<file path="src/hdl/tlc_pkg.sv">
package tlc_pkg;

    localparam int ADDR_W       = 16;
    localparam int DATA_W       = 8;
    localparam int DEF_NUM_SETS = 8;
    localparam int DEF_NUM_WAYS = 3;

    localparam int IN_TDATA_W   = 24;
    localparam int IN_TUSER_W   = 1;
    localparam int OUT_TDATA_W  = 8;
    localparam int OUT_TUSER_W  = 2;

    localparam logic MODE_READ  = 1'b0;
    localparam logic MODE_WRITE = 1'b1;

    typedef struct packed {
        logic capture;
        logic mul;
        logic divrem;
        logic fix;
        logic rd;
        logic commit;
    } t_cmd;

    typedef struct packed {
        logic is_read;
        logic out_free;
    } t_status;

endpackage

</file>
<file path="src/hdl/tlc_ctrl.sv">
module tlc_ctrl
    import tlc_pkg::*;
(
    input  logic    i_clk,
    input  logic    i_rst_n,
    input  logic    i_s_tvalid,
    output logic    o_s_tready,
    input  t_status i_status,
    output t_cmd    o_cmd
);

    localparam logic [2:0] S_IDLE = 3'd0;
    localparam logic [2:0] S_MUL  = 3'd1;
    localparam logic [2:0] S_REM  = 3'd2;
    localparam logic [2:0] S_FIX  = 3'd3;
    localparam logic [2:0] S_READ = 3'd4;
    localparam logic [2:0] S_LOOK = 3'd5;

    logic [2:0] r_state;
    logic [2:0] n_state;

    always_comb begin
        n_state = r_state;
        o_cmd   = '0;
        case (r_state)
            S_IDLE: begin
                o_cmd.capture = i_s_tvalid;
                if (i_s_tvalid) begin
                    n_state = S_MUL;
                end
            end
            S_MUL: begin
                o_cmd.mul = 1'b1;
                n_state   = S_REM;
            end
            S_REM: begin
                o_cmd.divrem = 1'b1;
                n_state      = S_FIX;
            end
            S_FIX: begin
                o_cmd.fix = 1'b1;
                n_state   = S_READ;
            end
            S_READ: begin
                o_cmd.rd = 1'b1;
                n_state  = S_LOOK;
            end
            S_LOOK: begin
                if (!i_status.is_read || i_status.out_free) begin
                    o_cmd.commit = 1'b1;
                    n_state      = S_IDLE;
                end
            end
            default: begin
                n_state = S_IDLE;
            end
        endcase
    end

    assign o_s_tready = (r_state == S_IDLE);

    always_ff @(posedge i_clk) begin
        if (!i_rst_n) begin
            r_state <= S_IDLE;
        end else begin
            r_state <= n_state;
        end
    end

endmodule

</file>
<file path="src/hdl/tlc_dp.sv">
module tlc_dp
    import tlc_pkg::*;
#(
    parameter int NUM_SETS = DEF_NUM_SETS,
    parameter int NUM_WAYS = DEF_NUM_WAYS
)
(
    input  logic                   i_clk,
    input  logic                   i_rst_n,
    input  t_cmd                   i_cmd,
    output t_status                o_status,
    input  logic [IN_TDATA_W-1:0]  i_s_tdata,
    input  logic [IN_TUSER_W-1:0]  i_s_tuser,
    output logic                   o_m_tvalid,
    input  logic                   i_m_tready,
    output logic [OUT_TDATA_W-1:0] o_m_tdata,
    output logic [OUT_TUSER_W-1:0] o_m_tuser
);

    localparam int SET_W      = $clog2(NUM_SETS);
    localparam int WAY_W      = $clog2(NUM_WAYS);
    localparam int RANK_W     = WAY_W;
    localparam int SLOT_W     = WAY_W + 1;
    localparam int LINE_WORDS = 2;
    localparam int UPPER_W    = ADDR_W - 1;
    localparam int MAX_TAG    = (2 ** UPPER_W - 1) / NUM_SETS;
    localparam int TAG_W      = $clog2(MAX_TAG + 1);
    localparam int DIV_SHIFT  = UPPER_W + 1;
    localparam int RECIP      = (2 ** DIV_SHIFT) / NUM_SETS;
    localparam int RECIP_W    = DIV_SHIFT + 1;
    localparam int PROD_W     = UPPER_W + RECIP_W;
    localparam int REM_W      = SET_W + 1;
    localparam int TAGROW_W   = NUM_WAYS * TAG_W;
    localparam int RANKROW_W  = NUM_WAYS * RANK_W;
    localparam int VALROW_W   = NUM_WAYS * LINE_WORDS;
    localparam int DATAROW_W  = VALROW_W * DATA_W;

    logic [ADDR_W-1:0]    r_addr;
    logic                 r_mode;
    logic [DATA_W-1:0]    r_wdata;
    logic [PROD_W-1:0]    r_prod;
    logic [TAG_W-1:0]     r_q0;
    logic [REM_W-1:0]     r_rem;
    logic [SET_W-1:0]     r_set;
    logic [TAG_W-1:0]     r_tag;

    logic [TAGROW_W-1:0]  r_tag_mem  [NUM_SETS];
    logic [RANKROW_W-1:0] r_rank_mem [NUM_SETS];
    logic [DATAROW_W-1:0] r_data_mem [NUM_SETS];
    logic [TAGROW_W-1:0]  r_tag_row;
    logic [RANKROW_W-1:0] r_rank_row;
    logic [DATAROW_W-1:0] r_data_row;

    logic [NUM_WAYS-1:0]  r_present [NUM_SETS];
    logic [VALROW_W-1:0]  r_wvalid  [NUM_SETS];
    logic                 r_lru_ok  [NUM_SETS];

    logic                 r_out_valid;
    logic [DATA_W-1:0]    r_out_data;
    logic                 r_out_hit;
    logic                 r_out_wv;

    logic [UPPER_W-1:0]   upper;
    logic [TAG_W-1:0]     q0;
    logic [UPPER_W:0]     q0_times_n;
    logic [UPPER_W:0]     diff;
    logic                 is_read;

    logic [NUM_WAYS-1:0]  match;
    logic [RANK_W-1:0]    rank [NUM_WAYS];
    logic                 hit;
    logic [WAY_W-1:0]     hit_way;
    logic [WAY_W-1:0]     lru;
    logic [WAY_W-1:0]     way;
    logic [RANK_W-1:0]    old_rank;
    logic [SLOT_W-1:0]    slot;
    logic                 word_valid;
    logic [DATA_W-1:0]    stored;
    logic [RANKROW_W-1:0] n_rank_row;
    logic [TAGROW_W-1:0]  n_tag_row;
    logic [DATAROW_W-1:0] n_data_row;
    logic [VALROW_W-1:0]  n_wvalid_row;
    logic [NUM_WAYS-1:0]  n_present_row;

    assign upper      = r_addr[ADDR_W-1:1];
    assign q0         = r_prod[DIV_SHIFT +: TAG_W];
    assign q0_times_n = (UPPER_W + 1)'(q0) * (UPPER_W + 1)'(NUM_SETS);
    assign diff       = {1'b0, upper} - q0_times_n;
    assign is_read    = (r_mode == MODE_READ);

    always_ff @(posedge i_clk) begin
        if (i_cmd.capture) begin
            r_addr  <= i_s_tdata[ADDR_W-1:0];
            r_wdata <= i_s_tdata[ADDR_W +: DATA_W];
            r_mode  <= i_s_tuser[0];
        end
        if (i_cmd.mul) begin
            r_prod <= PROD_W'(upper) * PROD_W'(RECIP);
        end
        if (i_cmd.divrem) begin
            r_q0  <= q0;
            r_rem <= diff[REM_W-1:0];
        end
        if (i_cmd.fix) begin
            if (r_rem >= REM_W'(NUM_SETS)) begin
                r_set <= SET_W'(r_rem - REM_W'(NUM_SETS));
                r_tag <= TAG_W'(r_q0 + 1'b1);
            end else begin
                r_set <= r_rem[SET_W-1:0];
                r_tag <= r_q0;
            end
        end
    end

    always_ff @(posedge i_clk) begin
        if (i_cmd.rd) begin
            r_tag_row  <= r_tag_mem[r_set];
            r_rank_row <= r_rank_mem[r_set];
            r_data_row <= r_data_mem[r_set];
        end
        if (i_cmd.commit) begin
            r_rank_mem[r_set] <= n_rank_row;
            if (!hit) begin
                r_tag_mem[r_set] <= n_tag_row;
            end
            if (!is_read) begin
                r_data_mem[r_set] <= n_data_row;
            end
        end
    end

    always_comb begin
        match   = '0;
        hit_way = '0;
        lru     = '0;
        for (int w = 0; w < NUM_WAYS; w++) begin
            match[w] = r_present[r_set][w] && (r_tag_row[w*TAG_W +: TAG_W] == r_tag);
            if (r_lru_ok[r_set]) begin
                rank[w] = r_rank_row[w*RANK_W +: RANK_W];
            end else begin
                rank[w] = RANK_W'(w);
            end
        end
        for (int w = NUM_WAYS - 1; w >= 0; w--) begin
            if (match[w]) begin
                hit_way = WAY_W'(w);
            end
            if (rank[w] == '0) begin
                lru = WAY_W'(w);
            end
        end
        hit        = |match;
        way        = hit ? hit_way : lru;
        old_rank   = rank[way];
        slot       = {way, r_addr[0]};
        word_valid = r_wvalid[r_set][slot];
        stored     = r_data_row[slot*DATA_W +: DATA_W];

        for (int w = 0; w < NUM_WAYS; w++) begin
            if (WAY_W'(w) == way) begin
                n_rank_row[w*RANK_W +: RANK_W] = RANK_W'(NUM_WAYS - 1);
            end else if (rank[w] > old_rank) begin
                n_rank_row[w*RANK_W +: RANK_W] = rank[w] - 1'b1;
            end else begin
                n_rank_row[w*RANK_W +: RANK_W] = rank[w];
            end
        end

        n_tag_row                         = r_tag_row;
        n_tag_row[way*TAG_W +: TAG_W]     = r_tag;
        n_data_row                        = r_data_row;
        n_data_row[slot*DATA_W +: DATA_W] = r_wdata;
        n_present_row                     = r_present[r_set];
        n_present_row[way]                = 1'b1;
        n_wvalid_row                      = r_wvalid[r_set];
        if (!hit) begin
            n_wvalid_row[{way, 1'b0}] = 1'b0;
            n_wvalid_row[{way, 1'b1}] = 1'b0;
        end
        if (!is_read) begin
            n_wvalid_row[slot] = 1'b1;
        end
    end

    always_ff @(posedge i_clk) begin
        if (!i_rst_n) begin
            for (int s = 0; s < NUM_SETS; s++) begin
                r_present[s] <= '0;
                r_wvalid[s]  <= '0;
                r_lru_ok[s]  <= 1'b0;
            end
            r_out_valid <= 1'b0;
        end else begin
            if (i_cmd.commit) begin
                r_lru_ok[r_set]  <= 1'b1;
                r_present[r_set] <= n_present_row;
                r_wvalid[r_set]  <= n_wvalid_row;
            end
            if (r_out_valid && i_m_tready) begin
                r_out_valid <= 1'b0;
            end
            if (i_cmd.commit && is_read) begin
                r_out_valid <= 1'b1;
            end
        end
    end

    always_ff @(posedge i_clk) begin
        if (i_cmd.commit && is_read) begin
            r_out_data <= (hit && word_valid) ? stored : r_wdata;
            r_out_hit  <= hit;
            r_out_wv   <= hit && word_valid;
        end
    end

    assign o_status = '{is_read: is_read, out_free: (!r_out_valid || i_m_tready)};

    assign o_m_tvalid = r_out_valid;
    assign o_m_tdata  = r_out_data;
    assign o_m_tuser  = {r_out_wv, r_out_hit};

endmodule

</file>
<file path="src/hdl/three_way_lru_cache.sv">
// Three-way set-associative cache with true-LRU replacement, two data words
// per line.
// The input stream carries one access per word: tdata holds the address in
// bits 15..0 and the data byte in bits 23..16, and tuser is 0 for a read and
// 1 for a write. A write stores the byte and gives no output word. Every
// read gives one output word: tdata is the stored byte on a hit to a valid
// word and the input byte otherwise, tuser bit 0 is hit and bit 1 is
// word valid.
// An access runs through a sequence of states: accept, the set and tag
// split (a multiply by the reciprocal of the set count, a remainder step and
// a correction), the registered read of the tag, rank and data rows, and
// the lookup and write-back. A read result is registered at write-back and
// is valid on the cycle after it, and the next access can be taken once the
// lookup state is left.
// The output register holds a result until the receiver takes it, while the
// next access is already accepted; an access that needs the output waits in
// its lookup state while the register is full and not being taken.
// Reset empties every line and restores the initial LRU order at once.
module three_way_lru_cache
    import tlc_pkg::*;
#(
    parameter int NUM_SETS = DEF_NUM_SETS,
    parameter int NUM_WAYS = DEF_NUM_WAYS
)
(
    input  logic                   i_clk,
    input  logic                   i_rst_n,
    input  logic                   i_s_tvalid,
    output logic                   o_s_tready,
    // address, write_data
    input  logic [IN_TDATA_W-1:0]  i_s_tdata,
    // mode
    input  logic [IN_TUSER_W-1:0]  i_s_tuser,
    output logic                   o_m_tvalid,
    input  logic                   i_m_tready,
    // read_data
    output logic [OUT_TDATA_W-1:0] o_m_tdata,
    // hit, word_was_valid
    output logic [OUT_TUSER_W-1:0] o_m_tuser
);

    t_cmd    cmd;
    t_status status;

    tlc_ctrl u_ctrl (
        .i_clk      (i_clk),
        .i_rst_n    (i_rst_n),
        .i_s_tvalid (i_s_tvalid),
        .o_s_tready (o_s_tready),
        .i_status   (status),
        .o_cmd      (cmd)
    );

    tlc_dp #(
        .NUM_SETS (NUM_SETS),
        .NUM_WAYS (NUM_WAYS)
    ) u_dp (
        .i_clk      (i_clk),
        .i_rst_n    (i_rst_n),
        .i_cmd      (cmd),
        .o_status   (status),
        .i_s_tdata  (i_s_tdata),
        .i_s_tuser  (i_s_tuser),
        .o_m_tvalid (o_m_tvalid),
        .i_m_tready (i_m_tready),
        .o_m_tdata  (o_m_tdata),
        .o_m_tuser  (o_m_tuser)
    );

endmodule

</file>
<file path="config.mk">
export PLATFORM = sky130hd
export DESIGN_NAME = three_way_lru_cache
export DESIGN_NICKNAME = d
export VERILOG_FILES = /design/src/hdl/tlc_pkg.sv /design/src/hdl/tlc_ctrl.sv /design/src/hdl/tlc_dp.sv /design/src/hdl/three_way_lru_cache.sv
export SDC_FILE = /design/constraint.sdc
export NUM_CORES = 1
export LEC_CHECK = 0
export ABC_AREA = 1
export BUFFER_PORTS_ARGS = -buffer_cell sky130_fd_sc_hd__buf_4
export CAP_MARGIN = 40
export CORE_ASPECT_RATIO = 0.75
export CORE_MARGIN = 4
export CORE_UTILIZATION = 45
export CTS_CLUSTER_SIZE = 10
export DETAILED_ROUTE_END_ITERATION = 10
export GPL_ROUTABILITY_DRIVEN = 0
export PLACE_DENSITY = 0.58
export SLEW_MARGIN = 20
export SYNTH_ARGS = -nofsm -noshare
export SYNTH_HDL_FRONTEND = slang
export SYNTH_SLANG_ARGS = --single-unit
export TNS_END_PERCENT = 5
</file>
<file path="constraint.sdc">
create_clock -name i_clk -period 12.58 [get_ports i_clk]
set_clock_uncertainty 0.05 [all_clocks]
set_input_delay 2.516 -clock i_clk [delete_from_list [all_inputs] [get_ports i_clk]]
set_output_delay 2.516 -clock i_clk [all_outputs]
set_load 0.02 [all_outputs]
</file>
* Word level (Yosys, flattened, before mapping)
Memory sizes are Yosys's and may differ from the RTL's. A register that Yosys moved wholly into a read port is not among the register bits. Index checks and enable logic that the tools add are counted.
Storage, ports and cells: bits in read-only memories 0, output and inout port bits 12, memory bits (writable) 800, bits in latches 0, memories 6, input bits 29, register bits after elaboration 85
Memories:
- u_dp.r_data_mem | depth 8, bits a word 48, read ports 1, clocked after Yosys merged registers in 1, write ports 1, RTL line tlc_dp.sv:49 | logic [DATAROW_W-1:0] r_data_mem [NUM_SETS];
- u_dp.r_tag_mem | depth 8, bits a word 36, read ports 1, clocked after Yosys merged registers in 1, write ports 1, RTL line tlc_dp.sv:47 | logic [TAGROW_W-1:0] r_tag_mem [NUM_SETS];
- u_dp.r_rank_mem | depth 8, bits a word 6, read ports 1, clocked after Yosys merged registers in 1, write ports 1, RTL line tlc_dp.sv:48 | logic [RANKROW_W-1:0] r_rank_mem [NUM_SETS];
- u_dp.r_wvalid | depth 8, bits a word 6, read ports 1, clocked after Yosys merged registers in 1, write ports 8, RTL line tlc_dp.sv:55 | logic [VALROW_W-1:0] r_wvalid [NUM_SETS];
- u_dp.r_present | depth 8, bits a word 3, read ports 1, clocked after Yosys merged registers in 1, write ports 8, RTL line tlc_dp.sv:54 | logic [NUM_WAYS-1:0] r_present [NUM_SETS];
- u_dp.r_lru_ok | depth 8, bits a word 1, read ports 1, clocked after Yosys merged registers in 1, write ports 8, RTL line tlc_dp.sv:56 | logic r_lru_ok [NUM_SETS];
Operators by class: reduce and logical (&&, ||, !) cells 24, divide/modulo/power cells 0, multiply operators 1, shift-type cells 5, bitwise logic cells 8, muxes and demuxes 71, add/sub/neg operators 8, order comparisons 13, eq/ne operators 12
Operators by type and width (count):
- 6-bit negator with 34-bit output | 2
- 48-bit bitwise mux | 1
- 8-bit by 34-bit variable shift with 48-bit output, first input constant | 1
- 48-bit by 7-bit variable part select with 8-bit output | 1
- 8-bit by 34-bit variable part select with 48-bit output | 1
- 36-bit bitwise mux | 1
- 12-bit == test | 3
- 2-bit two-way mux | 18
- 12-bit by 34-bit variable shift with 36-bit output, first input constant | 1
- 12-bit by 34-bit variable part select with 36-bit output | 1
- 3-bit two-way mux | 10
- 1-bit two-way mux | 29
- 6-bit two-way mux | 3
- 3-bit case mux with 6 select lines | 1
- 12-bit by 1-bit adder with 12-bit output, second input constant | 1
- 6-bit bitwise AND | 2
- 3-bit by 4-bit less-than comparator with 1-bit output, second input constant | 3
- 12-bit two-way mux | 1
- 1-bit logical AND | 10
- 3-bit by 1-bit >= comparator with 1-bit output, second input constant | 3
- 2-bit zero test | 4
- 8-bit two-way mux | 1
- 1-bit demux with 2-bit select | 3
- 3-bit by 2-bit == test with 1-bit output, second input constant | 2
- 32 further kinds | 39

* Logic depth before layout (Yosys ltp)
depth after elaboration 17, depth in mapped cells 27, depth with buffers taken out 23

* By module
From an unflattened synthesis, not the netlist that was laid out.
Unflattened totals: cell total of the unflattened synthesis 2777, area, all modules 38195.4 µm²
Modules (own cells, without submodules):
- tlc_dp | cells an instance 2743, instances 1, area each 37992.7 µm², sequential area each 29067.9 µm²
- tlc_ctrl | cells an instance 34, instances 1, area each 202.7 µm², sequential area each 60.1 µm²

* Worst setup path before layout
OpenSTA, ideal clock, no wires.
path type reg-to-reg, start reg u_ctrl.r_state[2], end reg u_dp.r_data_row[0], read port of u_dp.r_data_mem, enable pin, setup slack 5.279 ns, arrival time 6.599 ns, cell stages (with the launch flop) 3, required time 11.878 ns, path buffers 0, cells stage by stage dfxtp_1 -> inv_1 -> nor3_1
On the way: cells in the longest elaborated chain, start to end 2
Ends and longest elaborated chain:
- start: declaration | RTL line tlc_ctrl.sv:19 | logic [2:0] r_state;
- start signal: assignment | RTL line tlc_ctrl.sv:66 | r_state <= n_state;
- 3-bit == test | RTL line tlc_ctrl.sv:25 | case (r_state)
- 1-bit two-way mux | RTL line tlc_ctrl.sv:25
- end: declaration | RTL line tlc_dp.sv:52 | logic [DATAROW_W-1:0] r_data_row;
No other way between the ends. A chain may end at the register's enable or synchronous reset.

==> metrics.md <==
| Metric | Value |
|---|---|
| Ant. Diodes | `0` |
| Setup CP Type | `flip-flop to flip-flop` |
| RSZ-0062 raised after global routing | `false` |
| Async S/R FF share, synth | `0%` |
| Max cap viols | `0` |
| Die area | `0.09004 mm^2` |
| Clock Root Buffer | `clkbuf_16` |
| Core area | `0.08426 mm^2` |
| Antenna violations before repair | `0` |
| Minimum clock period | `5.997 ns` |
| Rows | `92` |
| GRT Total Usage | `22.25%` |
| Vias | `23,680` |
| Clock power frac | `40.8%` |
| Starting density of the core | `45.53%` |
| Yosys top cell by area | `edfxtp_1` |
| # DRC | `0` |
| Worst-margin pin slew | `0.8784 ns` |
| Drt initial violations | `2,926` |
| Largest cells by area after synthesis | `edfxtp_1 75%, nand2_1 5.7%, a22oi_1 2.6%` |
| Synth Instances | `2,780` |
| Number of synthesized flops with an enable pin | `960` |
| Final hold violations | `0` |
| Yosys cell types | `46` |
| Sum of negative setup slack | `0 ns` |
| Net Sw Frac | `21.36%` |
| Total CTS buffers | `108` |
| Largest net degree at the start of global routing | `83` |
| NetSw | `0.001424 W` |
| Cts repair resizes | `0` |
| Flops & latches, synth | `975` |
| Crit Path Max Fanout | `19` |
| Crit path arrival time | `6.30 ns` |
| Clk buf depth | `3` |
| P_leak | `15.18 nW` |
| Chip Height | `260.9 um` |
| Synth Flop Type | `edfxtp_1` |
| Final-stage net count | `2,941` |
| Detailed Place HPWL | `56,720 um` |
| CP Launch Type | `flip-flop` |
| Mean Syn Cell Area | `13.80 um^2` |
| Seq/Total Area, Yosys | `75.92%` |
| Synth warn | `0` |
| Clock Latency Late Sink | `0.69 ns` |
| H-Tree Depth | `3` |
| Via-to-Cell Ratio | `5.844` |
| Drt pass-1 iters | `7` |
| Pint | `0.005243 W` |
| CTS Hold Bufs | `0` |
| CTS tree | `yes` |
| Mapped Area | `0.03837 mm^2` |
| Antenna Violating Nets Remaining | `0` |
| Detailed Route WL | `101,700 um` |
| P per Cell Area | `153.6 mW/mm^2` |
| Boundary Pins | `41` |
| TritonCTS sink count | `975` |
| Die extent in x | `345.2 um` |
| Worst slew margin | `40.82%` |
| Port bufs | `40` |
| Max Slew Vio Count | `0` |
| Post-synth top area share | `75.14%` |
| Share of layout cells above drive strength 1 | `11.46%` |
| Setup Viol. Count Final | `0` |
| DR WL/cell | `25.11 um` |
| First-pass GRT wire length | `149,500 um` |
| Crit. End Element | `flip-flop` |
| Synthesis-to-finish area growth | `13.13%` |
| Clock slew at reported path FFs | `0.05 ns` |
| Max VDD drop | `0.0001212 V` |
| Flop pwr share | `54.6%` |
| Status | `complete, no violations` |
| Vias in the first global route | `22,900` |
| GRT overflow | `0` |
| Design Power | `0.006668 W` |
| CP required | `12.89 ns` |
| Hold Crit Class | `flip-flop to flip-flop` |
| Combinational share of power | `4.6%` |
| Post-CTS setup buffers | `0` |
| Crit share post-route | `47.67%` |
| FMAX | `166.7 MHz` |
| Syn_nets | `2,829` |
==> critical path, stage by stage, from the launching register on <==
cell     delay (ns)
dfxtp_1        0.56
inv_1          0.40
a21oi_1        0.21
o21ai_0        0.10
nand3_1        0.08
nand2_1        0.14
nor2_1         0.29
inv_1          0.09
ha_1           0.19
inv_1          0.07
nand2_1        0.05
o21ai_0        0.22
nand2_2        0.36
inv_2          0.34
ha_1           0.70
inv_1          0.40
nor2_1         0.28
nand2_1        0.32
o21ai_0        0.78
==> Yosys cell counts, types with 20 or more instances <==
| cell type | number |
|---|---|
| a221oi_1 | 57 |
| nand2_1 | 583 |
| inv_1 | 180 |
| o21ai_0 | 111 |
| buf_2 | 22 |
| a22o_1 | 55 |
| edfxtp_1 | 960 |
| o21ai_1 | 22 |
| o22ai_1 | 24 |
| a22oi_1 | 134 |
| a21oi_1 | 40 |
| clkbuf_1 | 63 |
| nand3_1 | 58 |
| nor2_1 | 183 |
| nand4_1 | 96 |
| ha_1 | 20 |
==> cell usage in the layout (no fill, tap or decap), drive strengths merged <==
| cell type | count |
|---|---|
| or2 | 1 |
| nor3 | 24 |
| buf | 122 |
| o211ai | 5 |
| nand3 | 63 |
| clkinv | 5 |
| nand2 | 594 |
| nand4 | 96 |
| o21a | 1 |
| a21oi | 41 |
| xnor2 | 7 |
| clkbuf | 134 |
| a22oi | 134 |
| mux2i | 2 |
| nor2 | 195 |
| a22o | 55 |
| xor2 | 11 |
| o21ai | 138 |
| a221oi | 57 |
| dfxtp | 15 |
| nand3b | 1 |
| o22ai | 29 |
| inv | 204 |
| ha | 20 |
| edfxtp | 960 |
| o221a | 1 |
| mux2 | 9 |
==> path summary, 6_finish.rpt <==
check                                startpoint                     to  slack, ns  cells after the start
worst max register to register        flip-flop  u_dp.r_tag_mem[4][34]       6.58                     18
worst min register to register  u_dp.r_prod[25]           u_dp.r_q0[9]       0.35                      0
worst max-delay path                  flip-flop  u_dp.r_tag_mem[4][34]       6.58                     18
worst min-delay path            u_dp.r_prod[25]           u_dp.r_q0[9]       0.35                      0
==> flip-flops by register name, indices dropped and copies added (netlist names), 16 cells and up, named ones only <==
register and flops:
u_dp.r_addr 16, u_dp.r_data_mem 384, u_dp.r_data_row 48, u_dp.r_present 24, u_dp.r_rank_mem 48, u_dp.r_tag_mem 288, u_dp.r_tag_row 36, u_dp.r_wvalid 48
==> cell families after synthesis <==
family          share of synthesized area [%]
compound gates                          8.319
flops                                   75.92
fa+ha+maj                              0.6522
simple gates                            10.92
buf+inv                                 3.460
xor+xnor                               0.4109
mux                                    0.3163
==> layout make-up <==
type                            count  area [um^2]
Clock inverter                      8        67.56
Timing Repair Buffer              122         1122
Inverter                          201        754.5
Clock buffer                      134         2821
Sequential cell                   975        29130
Fill cell                        7028        40860
Multi-Input combinational cell   1484         8099
Tap cell                         1128         1411
==> power groups by stage <==
stage | Clock (W) | Sequential (W) | Combinational, W
2_1_floorplan | 0 | 0.00369 | 0.000183
3_3_place_gp | 0 | 0.00371 | 0.000285
3_5_place_dp | 0 | 0.00370 | 0.000301
4_1_cts | 0.00277 | 0.00364 | 0.000303
5_1_grt | 0.00291 | 0.00364 | 0.000335
6_report | 0.00272 | 0.00364 | 0.000309
==> per-stage QoR <==
| step | area [um^2] | instances | hold slack, ns | utilization, % | setup WS, ns |
|---|---|---|---|---|---|
| 5_1_grt | 43400 | 4052 | 0.3721 | 51.51 | 6.284 |
| 3_3_place_gp | 40050 | 3874 | 0.3527 | 47.53 | 6.508 |
| 4_1_cts | 43320 | 4038 | 0.3633 | 51.41 | 6.784 |
| 3_5_place_dp | 40430 | 3896 | 0.3545 | 47.98 | 6.827 |
| 2_1_floorplan | 38370 | 2780 | 0.3503 | - | 5.279 |
| 6_report | 43400 | 4052 | 0.3514 | 51.51 | 6.583 |
==> layer usage <==
layer | track usage (%) | vias up | wire (um)
met2 | 33.47 | 1158 | 45060
li1 | - | 10410 | -
met3 | 3.938 | 171 | 8849
met1 | 33.51 | 11940 | 45420
met5 | 0 | - | 0
met4 | 6.091 | 0 | 2405
Power figures use the tool's default switching activity.
